### src/rtl/core/avm_pkg.sv
`timescale 1ns / 1ps

package avm_pkg;

  localparam int SLOT_COUNT_DEFAULT = 128;
  localparam int WORD_COUNT = 8;
  localparam int WORD_AW = 3;
  localparam int OPND_W = 33;
  localparam int PROD_W = 66;
  localparam int VAL_W = 43;

  localparam logic CMD_MAP = 1'b0;
  localparam logic CMD_WRITE = 1'b1;

  localparam logic [3:0] SEL_MODE = 4'd0;
  localparam logic [3:0] SEL_LAST = 4'd8;

  localparam logic [2:0] W_CENTRE = 3'd0;
  localparam logic [2:0] W_NEG_RANGE = 3'd1;
  localparam logic [2:0] W_POS_RANGE = 3'd2;
  localparam logic [2:0] W_OUT_MAX = 3'd3;
  localparam logic [2:0] W_DEADZONE = 3'd4;
  localparam logic [2:0] W_IN_MIN = 3'd5;
  localparam logic [2:0] W_IN_MAX = 3'd6;
  localparam logic [2:0] W_OUT_MIN = 3'd7;

  localparam logic [PROD_W-1:0] MAG_CAP = PROD_W'(1) << 40;

  typedef enum logic [1:0] {
    MODE_NONE = 2'd0,
    MODE_LINEAR = 2'd1,
    MODE_CENTRE_NEG = 2'd2,
    MODE_CENTRE_POS = 2'd3
  } avm_mode_t;

  typedef enum logic [2:0] {
    ST_CLEAR,
    ST_IDLE,
    ST_FETCH,
    ST_SETUP,
    ST_CALC,
    ST_POST,
    ST_FIN,
    ST_OUT
  } avm_state_t;

  typedef enum logic [1:0] {
    MD_IDLE,
    MD_MUL,
    MD_DIV
  } avm_md_state_t;

endpackage

### src/rtl/core/avm_muldiv.sv
`timescale 1ns / 1ps

module avm_muldiv (
  input  logic                              clk,
  input  logic                              rst,
  input  logic                              start,
  input  logic [avm_pkg::OPND_W-1:0]        a,
  input  logic [avm_pkg::OPND_W-1:0]        b,
  input  logic [avm_pkg::OPND_W-1:0]        dv,
  output logic [avm_pkg::PROD_W-1:0]        q,
  output logic                              done,
  output logic                              busy
);

  avm_pkg::avm_md_state_t state, state_next;
  logic [6:0]                       cnt;
  logic [avm_pkg::PROD_W-1:0]       mcand;
  logic [avm_pkg::OPND_W-1:0]       mplier;
  logic [avm_pkg::PROD_W-1:0]       acc;
  logic [avm_pkg::OPND_W-1:0]       dvsr;
  logic [avm_pkg::OPND_W:0]         rem;
  logic [avm_pkg::OPND_W:0]         rem_sh;
  logic                             fits;
  logic [avm_pkg::PROD_W-1:0]       acc_next;

  assign acc_next = mplier[0] ? acc + mcand : acc;
  assign rem_sh = {rem[avm_pkg::OPND_W-1:0], q[avm_pkg::PROD_W-1]};
  assign fits = rem_sh >= {1'b0, dvsr};

  always_comb begin
    state_next = state;
    case (state)
      avm_pkg::MD_IDLE: if (start) state_next = avm_pkg::MD_MUL;
      avm_pkg::MD_MUL: if (cnt == 7'(avm_pkg::OPND_W - 1)) state_next = avm_pkg::MD_DIV;
      avm_pkg::MD_DIV: if (cnt == 7'(avm_pkg::PROD_W - 1)) state_next = avm_pkg::MD_IDLE;
      default: state_next = avm_pkg::MD_IDLE;
    endcase
  end

  always_comb begin
    busy = (state != avm_pkg::MD_IDLE);
  end

  always_ff @(posedge clk) begin
    if (rst) begin
      state <= avm_pkg::MD_IDLE;
      cnt <= '0;
      done <= 1'b0;
    end else begin
      state <= state_next;
      done <= (state == avm_pkg::MD_DIV) && (cnt == 7'(avm_pkg::PROD_W - 1));
      if (state == avm_pkg::MD_IDLE || state_next != state) begin
        cnt <= '0;
      end else begin
        cnt <= cnt + 7'd1;
      end
    end
  end

  always_ff @(posedge clk) begin
    case (state)
      avm_pkg::MD_IDLE: begin
        if (start) begin
          mcand <= avm_pkg::PROD_W'(a);
          mplier <= b;
          dvsr <= dv;
          acc <= '0;
        end
      end
      avm_pkg::MD_MUL: begin
        acc <= acc_next;
        mcand <= {mcand[avm_pkg::PROD_W-2:0], 1'b0};
        mplier <= {1'b0, mplier[avm_pkg::OPND_W-1:1]};
        if (cnt == 7'(avm_pkg::OPND_W - 1)) begin
          q <= acc_next;
          rem <= '0;
        end
      end
      avm_pkg::MD_DIV: begin
        rem <= fits ? rem_sh - {1'b0, dvsr} : rem_sh;
        q <= {q[avm_pkg::PROD_W-2:0], fits};
      end
      default: begin
        acc <= acc;
      end
    endcase
  end

  a_start_idle: assert property (@(posedge clk) disable iff (rst)
    start |-> !busy) else $error("muldiv started while busy");
  a_done_pulse: assert property (@(posedge clk) disable iff (rst)
    done |=> !done) else $error("muldiv done longer than one cycle");
  a_done_idle: assert property (@(posedge clk) disable iff (rst)
    done |-> !busy) else $error("muldiv done while busy");

endmodule
### config.mk
export PLATFORM = sky130hd
export DESIGN_NAME = avm_muldiv
export DESIGN_NICKNAME = d
export VERILOG_FILES = /design/src/rtl/core/avm_pkg.sv /design/src/rtl/core/avm_muldiv.sv
export SDC_FILE = /design/constraint.sdc
export NUM_CORES = 1
export LEC_CHECK = 0
export ABC_AREA = 1
export BUFFER_PORTS_ARGS = -buffer_cell sky130_fd_sc_hd__buf_2
export CORE_MARGIN = 2
export CORE_UTILIZATION = 53
export DETAILED_ROUTE_END_ITERATION = 6
export HOLD_SLACK_MARGIN = 0.06
export PLACE_DENSITY = 0.72
export RECOVER_POWER = 50
export SYNTH_ARGS = -nofsm -noshare
export SYNTH_HDL_FRONTEND = slang
export SYNTH_SLANG_ARGS = --single-unit
### constraint.sdc
create_clock -name clk -period 34.5 [get_ports clk]
set_input_delay 10.35 -clock clk [delete_from_list [all_inputs] [get_ports clk]]
set_output_delay 10.35 -clock clk [all_outputs]
set_load 0.01 [all_outputs]
==> flow_summary.yaml <==
run_status:
  outcome: "complete, but fails checks"
  failed_checks: "capacitance limit, slew limit"
logic_synthesis:
  ys_seq_elements: 307
  syn_nets: 2946
  synth_compound_area_share_pct: 7.916
  synth-simple-area-share_pct: 30.83
  synth.mux.area_fraction_pct: 0.09713
  synth_seq_area_share_pct: 44.24
  synthXorXnorAreaFrac_pct: 2.337
  synth_top_area_cell: "edfxtp_1"
  synthDominantCellAreaShare_pct: 43.27
  yosysWarnings: 0
  syn-cell-area_um2: 20610
  synth-adder-area-share_pct: 6.326
  synth_cell_type_count: 48
  synth_top_family_by_area: "simple AND/OR/NAND/NOR gates"
  netlist_instances: 2741
  synth.avg_cell_area_um2: 7.519
  yosys-top-cells-area: "edfxtp_1, nand2_1, inv_1"
global_routing:
  grt_antenna_before_repair: 0
  grt_usage_pct: 29.84
  grt.overflow.total: 0
  grt_max_degree: 98
  grt_pass1_wl_um: 95040
  grt_pass1_vias: 17950
floorplanning:
  start_util_pct: 53.45
  die_y_um: 201.2
  fp.dieW_um: 201.2
  dieArea_um2: 40480
  ioPinCount: 170
  core-area_um2: 38560
  rows: 72
pwr:
  combPwrFrac_pct: 26.0
  p_sw_w: 0.0003708
  power.share.clock_pct: 33.5
  power_w: 0.001138
  seqPwrFrac_pct: 40.5
  internal_power_w: 0.0007675
  ir_worst_vdd_v: 0.00004279
  swShare_pct: 32.57
  power.leakage_nw: 10.76
  power.density_nw_per_um2: 49.31
layout:
  diodes: 0
  nNetsFinal: 3100
  drive_gt1_share_pct: 10.24
  syn_to_final_growth_pct: 12.00
  fillerInstances: 3589
worst_setup_path:
  critical_path_class: "in2reg"
  crit_arrival_ps: 13120
  r2r-start: "state[0]"
  critPathCaptureType: "flop"
  cpPeakStageDelay_ps: 850
  r2r_end: "q[50]"
  slowest_stage: "a21oi_4"
  crit_path_frequent_cell: "buf_4"
  crit_fanout: 69
  start_kind: "input pin"
  rr_worst_depth: 6
  r2r_slack_ps: 25440
  crit_family: "buffers and inverters"
  cp_num_buf_inv: 4
  crit_required_ps: 34670
  cp_cell_sequence: "buf_2 -> inv_1 -> a21oi_4 -> buf_4 -> buf_4"
timing:
  fin_setup_tns_ps: 0
  final_max_slew_viol_count: 442
  clock.fmax_mhz: 77.21
  relSlewSlack_pct: -160.3
  hold_viol_final: 0
  tightest_slew_ps: 3904
  setup_viol: 0
  period_share_pct: 37.54
  grt_setup_unrepaired: "no"
  fin_crit_ps: 12950
  fin_skew_ps: 17.95
route:
  drc_errors: 0
  drt_wl_total_um: 60560
  drt-initial-drc-count: 1412
  ant_nets: 0
  dr.pass1.iters: 6
  via_count: 18300
  viasPerCell: 5.321
  wire_per_inst_um: 17.61
clocking:
  clk_path_buf_depth: 3
  cts.hold.buffers_added: 0
  tritoncts: "built"
  post-cts-setup-buffers: 0
  clock-sinks: 307
  post_cts_resized: 0
  cts_made_buffers: 36
  cts_root_buffer: "clkbuf_16"
  clkLatencyLatePin_ps: 550
  clk_pin_slew_ps: 60
  htree_num_levels: 2
placed_design:
  portBuffers: 169
  dp_hpwl_um: 46540
  place_congestion: 1.010
min_path:
  whs_path_depth: 1
  min_to: "cnt[0]"
  worstHoldStart: "cnt[0]"
  min_path_type: "reg2reg"
job:
  maxCapViolations: 7
[stage by stage]
step                      utilization, %  area (µm²)  worst slack [ps]  cells  hold WS, ps
after floorplan                        -       20610             15410   2741        444.9
after global placement             56.91       21940             21090   3375        462.4
after detailed placement           56.91       21940             20980   3375        468.2
after CTS                          59.97       23120             21550   3439        482.2
after global routing               59.87       23080             21290   3439        507.1
final                              59.87       23080             21550   3439        476.6
[synth_stat cells (all sizes together)]
library cell  instances
nand2               936
inv                 373
nor2                351
edfxtp              297
nand3               152
a21oi               134
o21ai               125
ha                  101
clkbuf               47
xnor2                33
or2                  30
nand3b               25
nor3                 24
xor2                 22
o21bai               18
buf                  17
nand4                16
dfxtp                10
o211ai                6
a21o                  5
nor4                  4
o21a                  4
a21boi                2
fa                    2
mux2i                 2
nor3b                 2
a211oi                1
clkinv                1
o221ai                1
[layer usage]
| metal | GRT usage [%] | vias to the layer above | wire length, µm |
|---|---|---|---|
| met5 | 0 | - | 0 |
| met4 | 9.349 | 0 | 1759 |
| met3 | 3.806 | 98 | 3202 |
| met2 | 50.32 | 532 | 28350 |
| met1 | 40.21 | 8541 | 27250 |
| li1 | - | 9129 | - |
[placed cells by master, fill, tap and decap left out, types with 4 or more instances in the layout]
cell type	instances
nand2_1	933
inv_1	370
nor2_1	327
edfxtp_1	297
buf_2	167
nand3_1	150
a21oi_1	130
o21ai_0	119
ha_1	101
clkbuf_16	38
xnor2_1	33
or2_2	30
nand3b_1	25
nor3_1	23
nor2_2	22
xor2_1	22
o21bai_1	17
nand4_1	16
clkbuf_1	13
dfxtp_1	10
o211ai_1	6
buf_4	6
a21o_1	5
clkinv_1	5
o21a_1	4
clkinv_2	4
[registers in the layout (all words and copies together), names as in the netlist]
register	flops
dvsr	33
q	66
state	2
acc	66
rem	33
mplier	33
mcand	66
cnt	7
done	1
[power by group through the flow]
stage / Clock (W) / Sequential (W) / Combinational, W
floorplan: 0 / 0.000467 / 0.000207
global placement: 0 / 0.000468 / 0.000283
detailed placement: 0 / 0.000468 / 0.000288
CTS: 0.000387 / 0.000461 / 0.000291
global route: 0.000400 / 0.000464 / 0.000333
finish: 0.000381 / 0.000461 / 0.000295
[how the worst max path moves through the flow]
stage / start / endpoint / cells after the start
after floorplan: start / acc[0] / 2
after global routing: start / mcand[47] / 5
after CTS: start / mcand[47] / 5
after detailed placement: start / acc[47] / 5
final: start / mcand[49] / 5
after global placement: start / acc[47] / 5
[final cells by class]
| cell class | instances | area, µm² | area share (%) |
|---|---|---|---|
| clock buffers | 47 | 1015 | 4.396 |
| inverters | 374 | 1413 | 6.120 |
| flip-flops and latches | 307 | 9119 | 39.50 |
| multi-input cells | 1996 | 9818 | 42.53 |
| clock inverters | 17 | 163.9 | 0.7101 |
| well taps | 518 | 648.1 | 2.808 |
| repair buffers | 180 | 907.1 | 3.930 |
[cell families after synthesis]
group	count (synthesis)
adders and majority gates	103
AOI/OAI and AO/OA	296
buffers and inverters	438
muxes	2
DFF	307
and+or+nand+nor	1540
xor gates and xnor gates	55
No activity file was read; power rests on OpenSTA's default activity.
